[config.mk]
export PLATFORM = sky130hd
export DESIGN_NAME = statement_syntax_lexer
export DESIGN_NICKNAME = d
export VERILOG_FILES = /design/src/rtl/core/sslex_pkg.sv /design/src/rtl/core/sslex_decode.sv /design/src/rtl/core/statement_syntax_lexer.sv
export SDC_FILE = /design/constraint.sdc
export NUM_CORES = 1
export LEC_CHECK = 0
export BUFFER_PORTS_ARGS = -buffer_cell sky130_fd_sc_hd__buf_2
export CAP_MARGIN = 10
export CORE_MARGIN = 1
export CORE_UTILIZATION = 45
export CTS_CLUSTER_SIZE = 24
export DETAILED_ROUTE_END_ITERATION = 8
export GPL_ROUTABILITY_DRIVEN = 0
export SLEW_MARGIN = 15
export SYNTH_ARGS = -nofsm -noshare
export SYNTH_HDL_FRONTEND = slang
export SYNTH_SLANG_ARGS = --single-unit
[constraint.sdc]
create_clock -name clk -period 4.95 [get_ports clk]
set_input_delay 0.2475 -clock clk [delete_from_list [all_inputs] [get_ports clk]]
set_output_delay 0.2475 -clock clk [all_outputs]
set_load 0.005 [all_outputs]
[src/rtl/core/sslex_pkg.sv]
// shared types, codes and the syntax transition table of the statement lexer
package sslex_pkg;

	localparam int STATE_W = 4;
	localparam int CLASS_W = 3;
	localparam int LIMIT_W = 4;
	localparam int OUT_CNT_W = 8;
	localparam int CFG_IDX_W = 2;

	// syntax state codes
	localparam logic [STATE_W-1:0] ST_START         = 4'd0;
	localparam logic [STATE_W-1:0] ST_ENTER_OPCODE  = 4'd1;
	localparam logic [STATE_W-1:0] ST_OPCODE        = 4'd2;
	localparam logic [STATE_W-1:0] ST_END_OPCODE    = 4'd3;
	localparam logic [STATE_W-1:0] ST_ENTER_OPERAND = 4'd4;
	localparam logic [STATE_W-1:0] ST_OPERAND       = 4'd5;
	localparam logic [STATE_W-1:0] ST_END_OPERAND   = 4'd6;
	localparam logic [STATE_W-1:0] ST_END_STMT      = 4'd7;
	localparam logic [STATE_W-1:0] ST_DONE          = 4'd8;
	localparam logic [STATE_W-1:0] ST_ERROR         = 4'd9;
	localparam int NUM_STATES = 10;
	localparam int NUM_CLASSES = 8;

	// character class codes
	localparam logic [CLASS_W-1:0] CL_OPEN    = 3'd0;
	localparam logic [CLASS_W-1:0] CL_CLOSE   = 3'd1;
	localparam logic [CLASS_W-1:0] CL_COMMA   = 3'd2;
	localparam logic [CLASS_W-1:0] CL_ALPHA   = 3'd3;
	localparam logic [CLASS_W-1:0] CL_DIGIT   = 3'd4;
	localparam logic [CLASS_W-1:0] CL_SPACE   = 3'd5;
	localparam logic [CLASS_W-1:0] CL_EOL     = 3'd6;
	localparam logic [CLASS_W-1:0] CL_ILLEGAL = 3'd7;

	// configuration register indexes
	localparam logic [CFG_IDX_W-1:0] CFG_MAX_OPEN  = 2'd0;
	localparam logic [CFG_IDX_W-1:0] CFG_MAX_CLOSE = 2'd1;
	localparam logic [CFG_IDX_W-1:0] CFG_MAX_COMMA = 2'd2;

	localparam logic [LIMIT_W-1:0] MAX_OPEN_RST  = 4'd1;
	localparam logic [LIMIT_W-1:0] MAX_CLOSE_RST = 4'd1;
	localparam logic [LIMIT_W-1:0] MAX_COMMA_RST = 4'd2;

	// characters of interest
	localparam logic [7:0] CH_LOWER_X = 8'h78;
	localparam logic [7:0] CH_UPPER_X = 8'h58;
	localparam logic [7:0] CH_COMMA   = 8'h2c;
	localparam logic [7:0] CH_OPEN    = 8'h7b;
	localparam logic [7:0] CH_CLOSE   = 8'h7d;
	localparam logic [7:0] CH_TAB     = 8'h09;
	localparam logic [7:0] CH_LF      = 8'h0a;
	localparam logic [7:0] CH_CR      = 8'h0d;
	localparam logic [7:0] CH_SPACE   = 8'h20;
	localparam logic [7:0] CH_UPPER_A = 8'h41;
	localparam logic [7:0] CH_UPPER_F = 8'h46;
	localparam logic [7:0] CH_UPPER_Z = 8'h5a;
	localparam logic [7:0] CH_LOWER_A = 8'h61;
	localparam logic [7:0] CH_LOWER_F = 8'h66;
	localparam logic [7:0] CH_LOWER_Z = 8'h7a;
	localparam logic [7:0] CH_ZERO    = 8'h30;
	localparam logic [7:0] CH_NINE    = 8'h39;

	// rows: state, columns: class
	localparam logic [STATE_W-1:0] NEXT_TAB [NUM_STATES][NUM_CLASSES] = '{
		'{4'd1, 4'd9, 4'd4, 4'd2, 4'd5, 4'd0, 4'd8, 4'd9},
		'{4'd1, 4'd7, 4'd4, 4'd2, 4'd5, 4'd1, 4'd9, 4'd9},
		'{4'd9, 4'd7, 4'd4, 4'd2, 4'd5, 4'd3, 4'd9, 4'd9},
		'{4'd9, 4'd7, 4'd4, 4'd9, 4'd5, 4'd3, 4'd9, 4'd9},
		'{4'd9, 4'd7, 4'd8, 4'd9, 4'd5, 4'd4, 4'd9, 4'd9},
		'{4'd9, 4'd7, 4'd8, 4'd9, 4'd5, 4'd6, 4'd9, 4'd9},
		'{4'd9, 4'd7, 4'd8, 4'd9, 4'd9, 4'd6, 4'd9, 4'd9},
		'{4'd9, 4'd7, 4'd8, 4'd9, 4'd9, 4'd7, 4'd8, 4'd9},
		'{4'd9, 4'd9, 4'd8, 4'd9, 4'd9, 4'd8, 4'd8, 4'd9},
		'{4'd9, 4'd9, 4'd9, 4'd9, 4'd9, 4'd9, 4'd9, 4'd9}
	};

	typedef struct packed {
		logic [CLASS_W-1:0] cls;
		logic [STATE_W-1:0] nxt;
	} decode_t;

endpackage

[src/rtl/core/sslex_decode.sv]
// character classifier and syntax state transition lookup
module sslex_decode (
	input  logic [7:0]                     char_in,
	input  logic [sslex_pkg::STATE_W-1:0]  state,
	output sslex_pkg::decode_t             dec
);
	import sslex_pkg::*;

	logic               upper;
	logic               lower;
	logic               hex_letter;
	logic               operand_st;
	logic [STATE_W-1:0] st;
	logic [CLASS_W-1:0] cls;

	assign upper = (char_in >= CH_UPPER_A) && (char_in <= CH_UPPER_Z);
	assign lower = (char_in >= CH_LOWER_A) && (char_in <= CH_LOWER_Z);
	assign hex_letter = ((char_in >= CH_LOWER_A) && (char_in <= CH_LOWER_F))
		|| ((char_in >= CH_UPPER_A) && (char_in <= CH_UPPER_F))
		|| (char_in == CH_LOWER_X) || (char_in == CH_UPPER_X);

	// out of range codes behave as the error state
	assign st = (state > ST_ERROR) ? ST_ERROR : state;
	assign operand_st = (st >= ST_ENTER_OPERAND) && (st <= ST_END_OPERAND);

	always_comb begin
		priority if (upper || lower) begin
			cls = (operand_st && hex_letter) ? CL_DIGIT : CL_ALPHA;
		end else if ((char_in >= CH_ZERO) && (char_in <= CH_NINE)) begin
			cls = CL_DIGIT;
		end else if ((char_in == CH_SPACE) || (char_in == CH_TAB)) begin
			cls = CL_SPACE;
		end else if ((char_in == CH_LF) || (char_in == CH_CR)) begin
			cls = CL_EOL;
		end else if (char_in == CH_OPEN) begin
			cls = CL_OPEN;
		end else if (char_in == CH_CLOSE) begin
			cls = CL_CLOSE;
		end else if (char_in == CH_COMMA) begin
			cls = CL_COMMA;
		end else begin
			cls = CL_ILLEGAL;
		end
	end

	assign dec.cls = cls;
	assign dec.nxt = NEXT_TAB[st][cls];

endmodule

[src/rtl/core/statement_syntax_lexer.sv]
// statement syntax lexer top level: input stage, counters and result stage
//
// One source byte enters per transaction on the input channel (char_in,
// restart; in_valid / in_stall). Each accepted byte gives exactly one result
// on the output channel (next_state, char_class and five counters;
// out_valid / out_stall). restart clears the syntax state and all counters
// before its own byte is processed.
// The result of an accepted byte passes the input register, then one
// combinational step into the result register.
// Throughput: one byte per cycle while the receiver does not stall; the syntax
// state and counters close a loop through the classifier and transition table.
// When the receiver stalls, the result register holds; the input register
// still takes one more byte, and in_stall rises only when both are full.
// The limit registers are written over cfg_valid / cfg_ready (always ready)
// with cfg_index 0..2; index 3 is ignored. Writes are meant while idle.
// Reset (arst_n low) clears the state, counters and both valid flags and
// loads limits 1, 1 and 2. Counters are COUNT_WIDTH bits and saturate;
// the low eight bits are reported.
module statement_syntax_lexer #(
	parameter int COUNT_WIDTH = 8
) (
	input  logic                              clk,
	input  logic                              arst_n,
	input  logic                              in_valid,
	output logic                              in_stall,
	input  logic [7:0]                        char_in,
	input  logic                              restart,
	output logic                              out_valid,
	input  logic                              out_stall,
	output logic [sslex_pkg::STATE_W-1:0]     next_state,
	output logic [sslex_pkg::CLASS_W-1:0]     char_class,
	output logic [sslex_pkg::OUT_CNT_W-1:0]   open_brace_count,
	output logic [sslex_pkg::OUT_CNT_W-1:0]   close_brace_count,
	output logic [sslex_pkg::OUT_CNT_W-1:0]   comma_count,
	output logic [sslex_pkg::OUT_CNT_W-1:0]   multi_statement_count,
	output logic [sslex_pkg::OUT_CNT_W-1:0]   illegal_first_count,
	input  logic                              cfg_valid,
	output logic                              cfg_ready,
	input  logic [sslex_pkg::CFG_IDX_W-1:0]   cfg_index,
	input  logic [sslex_pkg::LIMIT_W-1:0]     cfg_data
);
	import sslex_pkg::*;

	localparam int CW = COUNT_WIDTH;
	localparam int EXT_W = CW + OUT_CNT_W;

	logic [LIMIT_W-1:0] max_open_q, max_close_q, max_comma_q;

	logic               valid_s1;
	logic [7:0]         char_s1;
	logic               restart_s1;

	logic [STATE_W-1:0] state_q;
	logic [CW-1:0]      open_q, close_q, comma_q, multi_q, illegal_q;

	logic               valid_s2;
	logic [STATE_W-1:0] next_state_s2;
	logic [CLASS_W-1:0] class_s2;
	logic [CW-1:0]      open_s2, close_s2, comma_s2, multi_s2, illegal_s2;

	logic               advance;
	logic               step;
	logic [STATE_W-1:0] state_base;
	logic [CW-1:0]      open_base, close_base, comma_base, multi_base, illegal_base;
	logic [CW-1:0]      open_nx, close_nx, comma_nx, multi_nx, illegal_nx;
	logic               over_limit;
	decode_t            dec;

	function automatic logic [CW-1:0] sat_inc(input logic [CW-1:0] v);
		return (v == {CW{1'b1}}) ? v : v + 1'b1;
	endfunction

	function automatic logic [OUT_CNT_W-1:0] low_bits(input logic [CW-1:0] v);
		logic [EXT_W-1:0] ext;
		ext = EXT_W'(v);
		return ext[OUT_CNT_W-1:0];
	endfunction

	function automatic logic above(input logic [CW-1:0] cnt, input logic [LIMIT_W-1:0] lim);
		logic [EXT_W-1:0] c_ext;
		logic [EXT_W-1:0] l_ext;
		c_ext = EXT_W'(cnt);
		l_ext = EXT_W'(lim);
		return c_ext > l_ext;
	endfunction

	// configuration
	assign cfg_ready = 1'b1;

	always_ff @(posedge clk or negedge arst_n) begin
		if (!arst_n) begin
			max_open_q  <= MAX_OPEN_RST;
			max_close_q <= MAX_CLOSE_RST;
			max_comma_q <= MAX_COMMA_RST;
		end else if (cfg_valid && cfg_ready) begin
			case (cfg_index)
				CFG_MAX_OPEN:  max_open_q  <= cfg_data;
				CFG_MAX_CLOSE: max_close_q <= cfg_data;
				CFG_MAX_COMMA: max_comma_q <= cfg_data;
				default: ;
			endcase
		end
	end

	// pipeline control
	assign advance  = !(valid_s2 && out_stall);
	assign in_stall = valid_s1 && !advance;
	assign step     = valid_s1 && advance;

	always_ff @(posedge clk or negedge arst_n) begin
		if (!arst_n) begin
			valid_s1 <= 1'b0;
		end else if (!in_stall) begin
			valid_s1 <= in_valid;
		end
	end

	always_ff @(posedge clk) begin
		if (in_valid && !in_stall) begin
			char_s1    <= char_in;
			restart_s1 <= restart;
		end
	end

	// restart clears everything before the byte is looked at
	assign state_base   = restart_s1 ? ST_START : state_q;
	assign open_base    = restart_s1 ? '0 : open_q;
	assign close_base   = restart_s1 ? '0 : close_q;
	assign comma_base   = restart_s1 ? '0 : comma_q;
	assign multi_base   = restart_s1 ? '0 : multi_q;
	assign illegal_base = restart_s1 ? '0 : illegal_q;

	sslex_decode u_decode (
		.char_in (char_s1),
		.state   (state_base),
		.dec     (dec)
	);

	always_comb begin
		open_nx    = open_base;
		close_nx   = close_base;
		comma_nx   = comma_base;
		over_limit = 1'b0;
		unique case (dec.cls)
			CL_OPEN: begin
				open_nx    = sat_inc(open_base);
				over_limit = above(open_nx, max_open_q);
			end
			CL_CLOSE: begin
				close_nx   = sat_inc(close_base);
				over_limit = above(close_nx, max_close_q);
			end
			CL_COMMA: begin
				comma_nx   = sat_inc(comma_base);
				over_limit = above(comma_nx, max_comma_q);
			end
			default: ;
		endcase
		multi_nx = over_limit ? sat_inc(multi_base) : multi_base;
		illegal_nx = ((state_base == ST_START) && (dec.cls != CL_SPACE)
			&& (dec.cls != CL_EOL) && (dec.cls != CL_OPEN))
			? sat_inc(illegal_base) : illegal_base;
	end

	always_ff @(posedge clk or negedge arst_n) begin
		if (!arst_n) begin
			state_q   <= ST_START;
			open_q    <= '0;
			close_q   <= '0;
			comma_q   <= '0;
			multi_q   <= '0;
			illegal_q <= '0;
		end else if (step) begin
			state_q   <= dec.nxt;
			open_q    <= open_nx;
			close_q   <= close_nx;
			comma_q   <= comma_nx;
			multi_q   <= multi_nx;
			illegal_q <= illegal_nx;
		end
	end

	// result register
	always_ff @(posedge clk or negedge arst_n) begin
		if (!arst_n) begin
			valid_s2 <= 1'b0;
		end else if (advance) begin
			valid_s2 <= valid_s1;
		end
	end

	always_ff @(posedge clk) begin
		if (step) begin
			next_state_s2 <= dec.nxt;
			class_s2      <= dec.cls;
			open_s2       <= open_nx;
			close_s2      <= close_nx;
			comma_s2      <= comma_nx;
			multi_s2      <= multi_nx;
			illegal_s2    <= illegal_nx;
		end
	end

	assign out_valid             = valid_s2;
	assign next_state            = next_state_s2;
	assign char_class            = class_s2;
	assign open_brace_count      = low_bits(open_s2);
	assign close_brace_count     = low_bits(close_s2);
	assign comma_count           = low_bits(comma_s2);
	assign multi_statement_count = low_bits(multi_s2);
	assign illegal_first_count   = low_bits(illegal_s2);

	a_state_range: assert property (@(posedge clk) disable iff (!arst_n)
		state_q <= ST_ERROR)
		else $error("syntax state out of range");

	a_error_absorbs: assert property (@(posedge clk) disable iff (!arst_n)
		step && !restart_s1 && (state_q == ST_ERROR) |=> next_state == ST_ERROR)
		else $error("error state left without restart");

	a_restart_open: assert property (@(posedge clk) disable iff (!arst_n)
		step && restart_s1 |=> open_q <= CW'(1))
		else $error("open brace count not cleared by restart");

	a_counts_grow: assert property (@(posedge clk) disable iff (!arst_n)
		step && !restart_s1 |=> (open_q >= $past(open_q))
			&& (multi_q >= $past(multi_q)) && (illegal_q >= $past(illegal_q)))
		else $error("counter decreased without restart");

	a_result_matches_state: assert property (@(posedge clk) disable iff (!arst_n)
		step |=> next_state_s2 == state_q)
		else $error("result state differs from stored state");

endmodule

# --- Word-level counts from Yosys, hierarchy flattened ---
# Memories as Yosys holds them, arrays and structs flattened.
# Cells that the tools add are included.
op_classes:
  reduce_logical: 29
  magnitude_cmp: 16
  muxes: 31
  eq_ne: 20
  n_bitwise: 2
  add_sub_neg: 5
op_table:
  columns: ["cell", "n"]
  rows:
  - ["$mux 8", 15]
  - ["$mux 32", 2]
  - ["$add 8x1->8 const B", 5]
  - ["$eq 8x8->1 const B", 5]
  - ["$eq 8x7->1 const B", 4]
  - ["$le 8x7->1 const B", 4]
  - ["$eq 8x4->1 const B", 3]
  - ["$gt 8x4->1", 3]
  - ["$mux 3", 8]
  - ["$eq 8x6->1 const B", 2]
  - ["$ge 8x7->1 const B", 2]
  - ["$mux 4", 4]
  - ["$logic_and 1x1->1", 14]
  - ["$bmux 4 s3", 1]
  - ["$ge 8x6->1 const B", 1]
  - ["$le 8x6->1 const B", 1]
  - ["$logic_or 1x1->1", 6]
  - ["$ne 3x3->1 const B", 2]
  - ["$reduce_and 2->1", 3]
  - ["$ge 5x5->1 const B", 1]
  - ["$not 4->5", 1]
  - ["$ge 4x3->1 const B", 1]
  - ["$ge 4x4->1 const B", 1]
  - ["$gt 4x4->1 const B", 1]
  - ["other kinds (12)", 13]
word_totals:
  rom_bits: 512
  wordCells: 124
  output_inout_bits: 50
  register_bits: 114
  memories: 1
  in_bits: 20
mem_list:
  columns: ["memory", "words", "word_bits", "rd", "rd_ports_with_merged_regs", "wr", "line", "source"]
  rows:
  - ["(no name shown)", 16, 32, 1, 0, 0, "sslex_decode.sv:47", "assign dec.nxt = NEXT_TAB[st][cls];"]

# --- Longest topological paths before layout ---
# Gate-level depths: netlist of run 1.
depth:
  word_depth: 13
  mapped_depth: 23
  depth_no_buf: 20

# --- By module ---
# Synthesis of run 1 repeated with hierarchy kept, for this count alone.
hier_totals:
  cells_unflattened: 631
  hier_area_um2: 6383.6
by_module_without_submodules:
  columns: ["mod", "n_inst", "cells_each", "seq_area_each_um2", "area_each_um2"]
  rows:
  - ["statement_syntax_lexer", 1, 557, 3136.8, 5834.3]
  - ["sslex_decode", 1, 74, 0.0, 549.3]

# --- Worst setup path after synthesis of run 1 ---
# No wires, ideal clock.
synth_path:
  path_type: "register to register"
  start: "reg restart_s1"
  end: "reg multi_s2[7] (netlist: multi_statement_count[7]) (data pin)"
  required_time_ns: 4.696
  path_slack_ns: 0.472
  setup_time_ns: 0.254
  period_less_slack_ns: 4.478
  arrival_ns: 4.224
  stages_incl_launch_ff: 23
  n_path_buf: 4
  path_cell_list: "edfxtp_1 > buf_2 > buf_1 > clkbuf_1 > nor2b_1 > ha_1 > nand2_1 > or3_1 > inv_1 > nand4_1 > nand2_1 > o21ai_0 > ha_1 > nor2b_1 > o21ai_0 > a21oi_1 > nor2_1 > a31oi_1 > a211oi_4 > or2_1 > buf_6 > o31a_2 > o21a_1"
synth_via:
  elab_chain_len: 11
  elab_cells_between_ends: 33
  cone_classes: "add/sub (4); order compare (6); eq/ne (6); mux (14); reduce/logical (3)"
synth_lines:
  columns: ["item", "line", "source"]
  rows:
  - ["start: declaration", "statement_syntax_lexer.sv:51", "logic restart_s1;"]
  - ["start signal: assignment", "statement_syntax_lexer.sv:121", "restart_s1 <= restart;"]
  - ["$mux 4", "statement_syntax_lexer.sv:126", "assign state_base = restart_s1 ? ST_START : state_q;"]
  - ["$gt 4x4->1", "sslex_decode.sv:23", "assign st = (state > ST_ERROR) ? ST_ERROR : state;"]
  - ["$mux 4", "sslex_decode.sv:23", null]
  - ["$ge 4x3->1 or $le 4x3->1 (tied branches)", "sslex_decode.sv:24", "assign operand_st = (st >= ST_ENTER_OPERAND) && (st <= ST_END_OPERAND);"]
  - ["$logic_and 1x1->1", "sslex_decode.sv:24", null]
  - ["$logic_and 1x1->1", "sslex_decode.sv:28", "cls = (operand_st && hex_letter) ? CL_DIGIT : CL_ALPHA;"]
  - ["$mux 3", "sslex_decode.sv:28", null]
  - ["$mux 3", "sslex_decode.sv:27", "priority if (upper || lower) begin"]
  - ["$eq 3x2->1 (tied with other cells)", "statement_syntax_lexer.sv:144", "unique case (dec.cls)"]
  - ["$pmux 1 s3", "statement_syntax_lexer.sv:144", null]
  - ["$mux 8 *", "statement_syntax_lexer.sv:159", "multi_nx = over_limit ? sat_inc(multi_base) : multi_base;"]
  - ["named net multi_nx[7]", "statement_syntax_lexer.sv:65", "logic [CW-1:0] open_nx, close_nx, comma_nx, multi_nx, illegal_nx;"]
  - ["end signal: assignment", "statement_syntax_lexer.sv:199", "multi_s2 <= multi_nx;"]
  - ["end: declaration", "statement_syntax_lexer.sv:59", "logic [CW-1:0] open_s2, close_s2, comma_s2, multi_s2, illegal_s2;"]
# The timed path passes the listed nets; every way through them passes the cells marked *.
# A chain may end at the register's enable or synchronous reset.

# --- Worst setup path after layout of run 1 ---
# Same ends and word-level chain as after synthesis.

==> impl_metrics.tcl, run 1 <==
set metrics [dict create \
    status "finished with violations" \
    violations "negative hold slack" \
    hpwl_um 9260 \
    start_util_pct 46.1 \
    p_int_mw 2.21 \
    setup_violations 0 \
    critical_path_class "flip-flop to flip-flop" \
    yosys_warnings 0 \
    routed_wl_um 14000 \
    area_growth_pct 19.8 \
    critPathMaxFanout 32 \
    pwr-share-clk_pct 49.9 \
    nFillCells 1230 \
    slew_viol_final 0 \
    hold_ws_ps -17.9 \
    max_freq_ghz 0.225 \
    grt_pass1_wl_um 23500 \
    crit_family "simple AND/OR/NAND/NOR gates" \
    hold_path_class "input port to asynchronous set/reset pin" \
    arrival_ps 4610 \
    slew_headroom_pct 31.5 \
    ant_nets 0 \
    grt_overflow 0 \
    drt_first_pass_iters 5 \
    grt_usage_pct 20.8 \
    endpoint_kind "flip-flop" \
    drc 0 \
    rows 43 \
    yosysUniqueCellTypes 71 \
    layout-drive-gt1-share_pct 18.7 \
    post-route-period-util_pct 89.6 \
    wire_per_inst_um 15.0 \
    die_y_um 121 \
    drt_iter0_drc 408 \
    synthCells 677 \
    period_minus_slack_ps 4440 \
    tightestPinTransition_ps 1030 \
    grt_pass1_vias 4905 \
    power_frac_seq_pct 39.9 \
    synth-edff-count 56 \
    async_flop_share_pct 50.9 \
    tns_ps 0 \
    h-tree-depth 4 \
    switchingPower_mw 0.651 \
    clock_latency_ps 420 \
    synth_seq_area_share_pct 49.0 \
    clk_pin_slew_worst_paths_ps 50 \
    clock-root-buffer "clkbuf_16" \
    powerDensity_nw_per_um2 374 \
    coreArea_um2 13900 \
    utilization_pct 55.2 \
    ys_seq_elements 114 \
    antenna_found_initial 0 \
    cts_buffer_depth 2 \
    finalHoldViolCount 12 \
    max_stage_delay_ps 470 \
    critPathRequiredTime_ps 5130 \
    num_vias 5147 \
    rsz0062_at_grt "false" \
    syn_nets 714 \
    die_x_um 121 \
    drv_cap 0 \
    dieArea_um2 14700 \
    nets 782 \
    cts_made_buffers 17 \
    final_cell_area_um2 7670 \
    ir_worst_vdd_mv 0.248 \
    combPwrFrac_pct 10.2 \
    power_leakage_nw 3.29 \
    netlist_area_um2 6400 \
    cts_sinks 114 \
    fin_skew_ps 6.74 \
    worstSetupStartpointType "flip-flop" \
    path_cells "buf_4 -> nor2b_1 -> ha_1 -> and3_1 -> nand4_1 -> nand4_1 -> xor2_1 -> nor2_1 -> ha_1 -> nand2_1 -> o21ai_0 -> o21ai_0 -> a21oi_1 -> a211oi_4 -> or2_1 -> o31a_2 -> o21a_1" \
    slowest_stage "edfxtp_1" \
    viasPerCell 5.49 \
    diodes 0 \
    dpl_cell_area_um2 6870 \
    worst-path-buf-inv 1 \
    synth_ff_type "edfxtp_1" \
    grt_max_degree 59 \
    ios 70 \
    cts_tree "done" \
    io_buffers 68 \
    sw_frac_of_total_pct 22.7 \
    synth_area_per_cell_um2 9.45 \
]
[per-stage QoR]
step           hold WS (ps)  instances  total power [mW]  setup WS, ps
2_1_floorplan         -48.1        677              1.34           472
3_3_place_gp            425        897              1.44           680
3_5_place_dp            426        897              1.45           542
4_1_cts                11.2        938              2.89           500
5_1_grt                11.0        938              2.98           115
6_report              -17.9        938              2.86           513
[final timing paths]
kind / depth (start not counted) / end / startpoint / slack, ps
max: 17 / multi_statement_count[7] / restart_s1 / 510
min: 2 / open_q[0] / arst_n / -20
max reg2reg: 17 / multi_statement_count[7] / restart_s1 / 510
min reg2reg: 2 / open_q[0] / open_q[0] / 480
max in group asynchronous: 2 / state_q[3] / arst_n / 4420
min in group clk: 2 / valid_s1 / in_valid / 20
[kinds of logic after synthesis]
logic type | count (synthesis) | share of synthesized area [%]
adders and majority gates | 18 | 3.48
and+or+nand+nor | 319 | 23.9
buffers and inverters | 61 | 3.81
other | 1 | 0.0586
muxes | 27 | 4.58
AOI/OAI and AO/OA | 111 | 11.6
DFF | 114 | 49.0
xor gates and xnor gates | 26 | 3.56
[timing repair]
action                                 in CTS  in global routing
setup endpoints to repair                   0                  2
endpoints found under the hold margin       9                  0
gates resized for setup                     0                  2
setup buffers                               0                  0
hold buffers                                9                  0
[final cells by class]
type                            count  area, um^2  area share [%]
Sequential cell                   114        3140            40.9
Tap cell                          180         225            2.94
Clock buffer                       22         495            6.46
Timing Repair Buffer               84         483            6.30
Multi-Input combinational cell    502        3030            39.5
Inverter                           26        97.6            1.27
Clock inverter                     10         199            2.60
[synth_stat cells (2+ instances only)]
| cell | instances | area [um^2] |
|---|---|---|
| nand4_1 | 14 | 87.6 |
| nand2_1 | 127 | 477 |
| nor3b_1 | 4 | 30.0 |
| or4_1 | 2 | 15.0 |
| mux2_2 | 18 | 203 |
| buf_1 | 4 | 15.0 |
| o211ai_1 | 4 | 30.0 |
| a21o_1 | 2 | 15.0 |
| xnor2_1 | 12 | 105 |
| o21ai_0 | 27 | 135 |
| mux2i_1 | 9 | 90.1 |
| and2_1 | 4 | 25.0 |
| nor4_1 | 2 | 12.5 |
| or3_1 | 7 | 43.8 |
| and3_1 | 10 | 62.6 |
| nor3_1 | 20 | 100 |
| a211oi_1 | 3 | 22.5 |
| and4_1 | 3 | 26.3 |
| inv_1 | 26 | 97.6 |
| a311oi_1 | 3 | 26.3 |
| nor2_1 | 63 | 236 |
| nand3_1 | 21 | 105 |
| dfrtp_1 | 55 | 1380 |
| a31o_2 | 2 | 17.5 |
| dfstp_2 | 3 | 78.8 |
| xor2_1 | 14 | 123 |
| nor2b_1 | 17 | 106 |
| clkbuf_1 | 26 | 97.6 |
| o22a_1 | 3 | 26.3 |
| buf_2 | 3 | 15.0 |
| nand3b_1 | 3 | 22.5 |
| a31oi_1 | 8 | 50.1 |
| nand2b_1 | 9 | 56.3 |
| o22ai_1 | 7 | 43.8 |
| ha_1 | 17 | 213 |
| nor4b_1 | 2 | 17.5 |
| edfxtp_1 | 56 | 1680 |
| o31ai_1 | 8 | 60.1 |
| a21oi_1 | 27 | 135 |
[power groups by stage]
stage	clock network [mW]	logic, mW	registers [mW]
2_1_floorplan	0	0.202	1.14
3_5_place_dp	0	0.288	1.16
5_1_grt	1.49	0.331	1.15
4_1_cts	1.45	0.294	1.14
6_report	1.43	0.292	1.14
3_3_place_gp	0	0.279	1.16
[layout by cell type, fill, tap and decap left out, types with 12 or more instances in the layout]
cell       instances
nand2_1          127
buf_2             68
nor2_1            63
edfxtp_1          56
dfrtp_1           55
o21ai_0           27
a21oi_1           27
inv_1             25
nand3_1           21
nor3_1            19
mux2_2            18
clkbuf_16         18
nor2b_1           17
ha_1              17
nand4_1           14
xor2_1            14
xnor2_1           12
[layer usage]
layer	GRT usage (%)	wire, um	share of wire [%]
met2	33.4	6910	49
met3	5.26	594	4.2
met1	26.1	6330	45
met4	9.72	210	1.5
met5	0	0	0
[flip-flops by register name (all words and copies together), names as in the netlist, 8 cells and up]
signal and flops:
comma_q 8, close_brace_count 8, illegal_first_count 8, illegal_q 8, open_q 8, close_q 8, comma_count 8, open_brace_count 8
char_s1 8, multi_statement_count 8, multi_q 8
No activity file was read; power rests on OpenSTA's default activity.
==> run 2: changes to the inputs <==
Settings changed: PLACE_DENSITY set to 0.66.
Clock period 4.95 ns to 3.85 ns, I/O delays scaled along.
==> impl_metrics.tcl, run 2 (synthesis gave the netlist of run 1 again) <==
set metrics [dict create \
    grt_max_degree 48 \
    violations "negative setup slack" \
    endpoint_kind "flip-flop" \
    drc 0 \
    clock-root-buffer "clkbuf_16" \
    utilization_pct 57.7 \
    slew_viol_final 0 \
    r2r-start "restart_s1" \
    die_y_um 121 \
    critical_path_class "flip-flop to flip-flop" \
    final_common_cell "nand2_1" \
    start_util_pct 46.1 \
    worst-path-buf-inv 3 \
    r2r-end "multi_statement_count[7]" \
    hpwl_um 9990 \
    dieArea_um2 14700 \
    io_buffers 68 \
    setup_violations 8 \
    cts_made_buffers 17 \
    grt_overflow 0 \
    period_minus_slack_ps 3890 \
    coreArea_um2 13900 \
    layout-drive-gt1-share_pct 25.8 \
    fin_ws_ps -44.0 \
    post-route-period-util_pct 101 \
    arrival_ps 4070 \
    cts_tree "done" \
    clock_latency_ps 420 \
    max_freq_ghz 0.257 \
    antenna_found_initial 0 \
    grt_pass1_vias 5016 \
    drv_cap 0 \
    ir_worst_vdd_mv 0.262 \
    slowest_stage "edfxtp_1" \
    cts_sinks 114 \
    final_cell_mix "nand2_1 (124), buf_2 (68), nor2_1 (61)" \
    place_ws_ps -132 \
    area_growth_pct 25.1 \
    critPathRequiredTime_ps 4030 \
    diodes 0 \
    wire_per_inst_um 15.7 \
    worstSetupStartpointType "flip-flop" \
    num_vias 5358 \
    setup.worst_path.end "multi_statement_count[7]" \
    slew_headroom_pct 45.8 \
    path_cells "buf_12 -> nor2b_4 -> ha_4 -> nand2_2 -> or3_4 -> inv_2 -> nand4_1 -> buf_6 -> nand2_4 -> o21ai_2 -> ha_1 -> nor2b_1 -> o21ai_1 -> a21oi_1 -> nor2_1 -> a31oi_2 -> a211oi_4 -> or2_4 -> o31a_4 -> o21a_1" \
    rows 43 \
    h-tree-depth 4 \
    powerDensity_nw_per_um2 418 \
    ant_nets 0 \
    crit_family "simple AND/OR/NAND/NOR gates" \
    path_depth 20 \
    finalHoldViolCount 0 \
    max_stage_delay_ps 500 \
    startpoint "restart_s1" \
    grt_usage_pct 21.4 \
    r2r.worst_path.cells 20 \
    dpl.cell_count 912 \
    power_leakage_nw 3.42 \
    drt_first_pass_iters 6 \
    grt_pass1_wl_um 24400 \
    cts_buffer_depth 2 \
    nets 811 \
    tightestPinTransition_ps 808 \
    ios 70 \
    r2r_slack_ps -40 \
    critPathMaxFanout 7 \
    final_cells 967 \
    drt_iter0_drc 631 \
    fin_skew_ps 6.17 \
    rsz0062_at_grt "true" \
    routed_wl_um 15200 \
    die_x_um 121 \
    viasPerCell 5.54 \
    status "finished with violations" \
    hold_path_class "input port to flip-flop" \
    clk_pin_slew_worst_paths_ps 60 \
]
[run 2: cell types whose count changed in the layout (fill, tap and decap cells not counted), sizes merged]
cell         before  now
bufinv            6    1
clkbuf           22   20
buf              75  101
dlygate4sd3       9   11
clkinv            4    8
clkinvlp          0    4
[run 2: routing by layer]
layer / track usage (%) / wire, um / vias to the layer above
met4: 10.3 / 340 / 0
li1: - / - / 2600
met2: 33.9 / 7040 / 175
met1: 27.9 / 7030 / 2552
met5: 0 / 0 / -
met3: 4.75 / 802 / 31
[run 2: through the flow]
stage / TNS (ps) / cell area, um^2 / hold WS, ps / power [mW]
floorplan: -388 / 6470 / -103 / 1.73
global placement: 0 / 7040 / 304 / 1.86
detailed placement: -705 / 7040 / 304 / 1.88
CTS: 0 / 7730 / 0.782 / 3.35
global route: -2430 / 8000 / 15.3 / 3.49
finish: -226 / 8000 / 15.4 / 3.35
[run 2: cell type report]
cell class              instances  area, um^2
repair buffers                113         759
well taps                     180         225
clock inverters                13         115
clock buffers                  19         443
fillers                      1216        5880
inverters                      26        97.6
flip-flops and latches        114        3140
multi-input cells             502        3230
[run 2: worst min-delay path by stage]
stage                     start       endpoint  slack (ps)  cells past startpoint
finish              cfg_data[2]  max_open_q[2]          20                      3
global route        cfg_data[2]  max_open_q[2]          20                      3
detailed placement       arst_n     multi_q[4]         300                      1
CTS                   out_stall      out_valid         0.8                      3
floorplan                arst_n     close_q[0]        -100                      0
global placement         arst_n     multi_q[4]         300                      1
[run 2: worst reg2reg max path, delay by kind of cell, from the launching register on]
family	cells	cell delay, ps
flops	1	500
fa+ha+maj	2	440
buf+inv	3	450
simple gates	8	1250
compound gates	7	1000
[run 2: power by group]
group | internal (mW) | switching [mW]
clock | 0.899 | 0.565
sequential | 1.39 | 0.0807
combinational | 0.173 | 0.237
[run 2: repair_timing]
action                                  4_1_cts  5_1_grt
endpoints found under the hold margin        39        0
pin swaps                                     1       19
endpoints found under the setup margin       14       16
hold buffers                                 11        0
setup buffers                                 1       10
cloned                                        0        1
resized for setup                             3       43
==> run 3: changes to the inputs <==
Settings changed: BUFFER_PORTS_ARGS -buffer_cell sky130_fd_sc_hd__buf_2 to unset, DONT_BUFFER_PORTS set to 1, GPL_ROUTABILITY_DRIVEN 0 to unset, PLACE_DENSITY 0.66 to unset.
==> impl_metrics.tcl, run 3 (synthesis gave the netlist of run 1 again) <==
set metrics [dict create \
    io_buffers 0 \
    final_cell_mix "nand2_1 (123), nor2_1 (60), edfxtp_1 (56)" \
    rows 43 \
    grt_overflow 0 \
    routed_wl_um 15100 \
    fin_ws_ps 31.4 \
    grt_max_degree 59 \
    arrival_ps 4000 \
    tns_ps 0 \
    cts_sinks 114 \
    r2r.worst_path.cells 20 \
    ant_nets 0 \
    drv_cap 0 \
    ir_worst_vdd_mv 0.374 \
    r2r_slack_ps 30 \
    layout-drive-gt1-share_pct 18.4 \
    cts_buffer_depth 2 \
    setup_violations 0 \
    cts_tree "done" \
    ios 70 \
    clk_pin_slew_worst_paths_ps 60 \
    period_minus_slack_ps 3820 \
    min_from "cfg_index[0]" \
    hold_path_class "input port to flip-flop" \
    critPathRequiredTime_ps 4030 \
    crit_family "simple AND/OR/NAND/NOR gates" \
    dieArea_um2 14700 \
    hpwl_um 10200 \
    clock-root-buffer "clkbuf_16" \
    gp_congestion 0.894 \
    diodes 0 \
    antenna_found_initial 0 \
    slowest_stage "edfxtp_1" \
    power_mw 3.45 \
    drt_iter0_drc 369 \
    h-tree-depth 4 \
    utilization_pct 55.6 \
    cts_made_buffers 17 \
    fin_skew_ps 10.4 \
    num_vias 5182 \
    clock_latency_ps 420 \
    viasPerCell 5.68 \
    place_ws_ps -45.9 \
    grt_pass1_vias 4850 \
    r2r-start "restart_s1" \
    tightestPinTransition_ps 837 \
    grt_pass1_wl_um 24500 \
    max_freq_ghz 0.262 \
    holdPathStages 2 \
    coreArea_um2 13900 \
    min_to "max_open_q[1]" \
    final_cells 912 \
    final_cell_area_um2 7720 \
    dpl_cell_area_um2 6780 \
    status "finished, final reports clean" \
    worstSetupStartpointType "flip-flop" \
    area_growth_pct 20.6 \
    critical_path_class "flip-flop to flip-flop" \
    wire_per_inst_um 16.6 \
    endpoint_kind "flip-flop" \
    nets 756 \
    start_util_pct 46.1 \
    slew_headroom_pct 43.9 \
    drt_first_pass_iters 5 \
    die_x_um 121 \
    die_y_um 121 \
    final_common_cell "nand2_1" \
    finalHoldViolCount 0 \
    r2r-end "multi_statement_count[7]" \
    cp_common_cell "nand2_2" \
    path_cells "buf_6 -> nor2b_4 -> ha_4 -> nand2_2 -> or3_4 -> inv_2 -> nand4_1 -> buf_4 -> nand2_2 -> o21ai_2 -> ha_1 -> nor2b_1 -> o21ai_1 -> a21oi_1 -> nor2_1 -> a31oi_2 -> a211oi_4 -> or2_4 -> o31a_4 -> o21a_1" \
    slew_viol_final 0 \
    post-route-period-util_pct 99.2 \
    rsz0062_at_grt "true" \
    powerDensity_nw_per_um2 447 \
    power_leakage_nw 3.19 \
    dpl.cell_count 857 \
    max_stage_delay_ps 430 \
    grt_usage_pct 21.8 \
    drc 0 \
    worst-path-buf-inv 3 \
    hold_ws_ps 42.5 \
    critPathMaxFanout 6 \
]
## run 3: cell count changes in the layout (fill, tap and decap cells not counted), moves of 3 or more
cell and delta:
buf_2 -68, buf_4 +10, clkinv_4 -3, dlygate4sd3_1 +6
## run 3: how the worst max path moves through the flow
stage | from | endpoint | cells past startpoint
3_3_place_gp | restart_s1 | multi_statement_count[5] | 18
2_1_floorplan | restart_s1 | multi_statement_count[7] | 22
4_1_cts | restart_s1 | multi_statement_count[5] | 18
6_report | restart_s1 | multi_statement_count[7] | 20
3_5_place_dp | restart_s1 | multi_statement_count[5] | 18
5_1_grt | restart_s1 | multi_statement_count[7] | 20
## run 3: layout make-up
cell class	instances	area, um^2
clock buffer	19	443
clock inverter	13	160
fill	1199	6160
inverter	26	98.8
multi-input combinational	502	3150
sequential	114	3140
tap	180	225
timing repair buffer	58	505
## run 3: what timing repair did
action	4_1_cts	5_1_grt
endpoints found under the setup margin	6	15
hold endpoints to repair	81	0
hold buffers	18	0
buffers inserted	0	5
pin swaps	1	14
resized for setup	3	26
## run 3: where the power goes
| group | leakage, nW | total (mW) | internal (mW) | switching (mW) |
|---|---|---|---|---|
| sequential | 1.30 | 1.48 | 1.40 | 0.0846 |
| combinational | 1.61 | 0.371 | 0.148 | 0.223 |
| clock | 0.281 | 1.60 | 1.03 | 0.569 |
| total | 3.19 | 3.45 | 2.57 | 0.877 |
## run 3: routing by layer
metal	track usage, %	vias up	wire length (um)	part of all wire, %
met3	5.26	22	778	5.1
met4	9.65	0	295	1.9
li1	-	2491	-	-
met5	0	-	0	0
met1	28.3	2491	6850	45
met2	34.3	178	7210	48
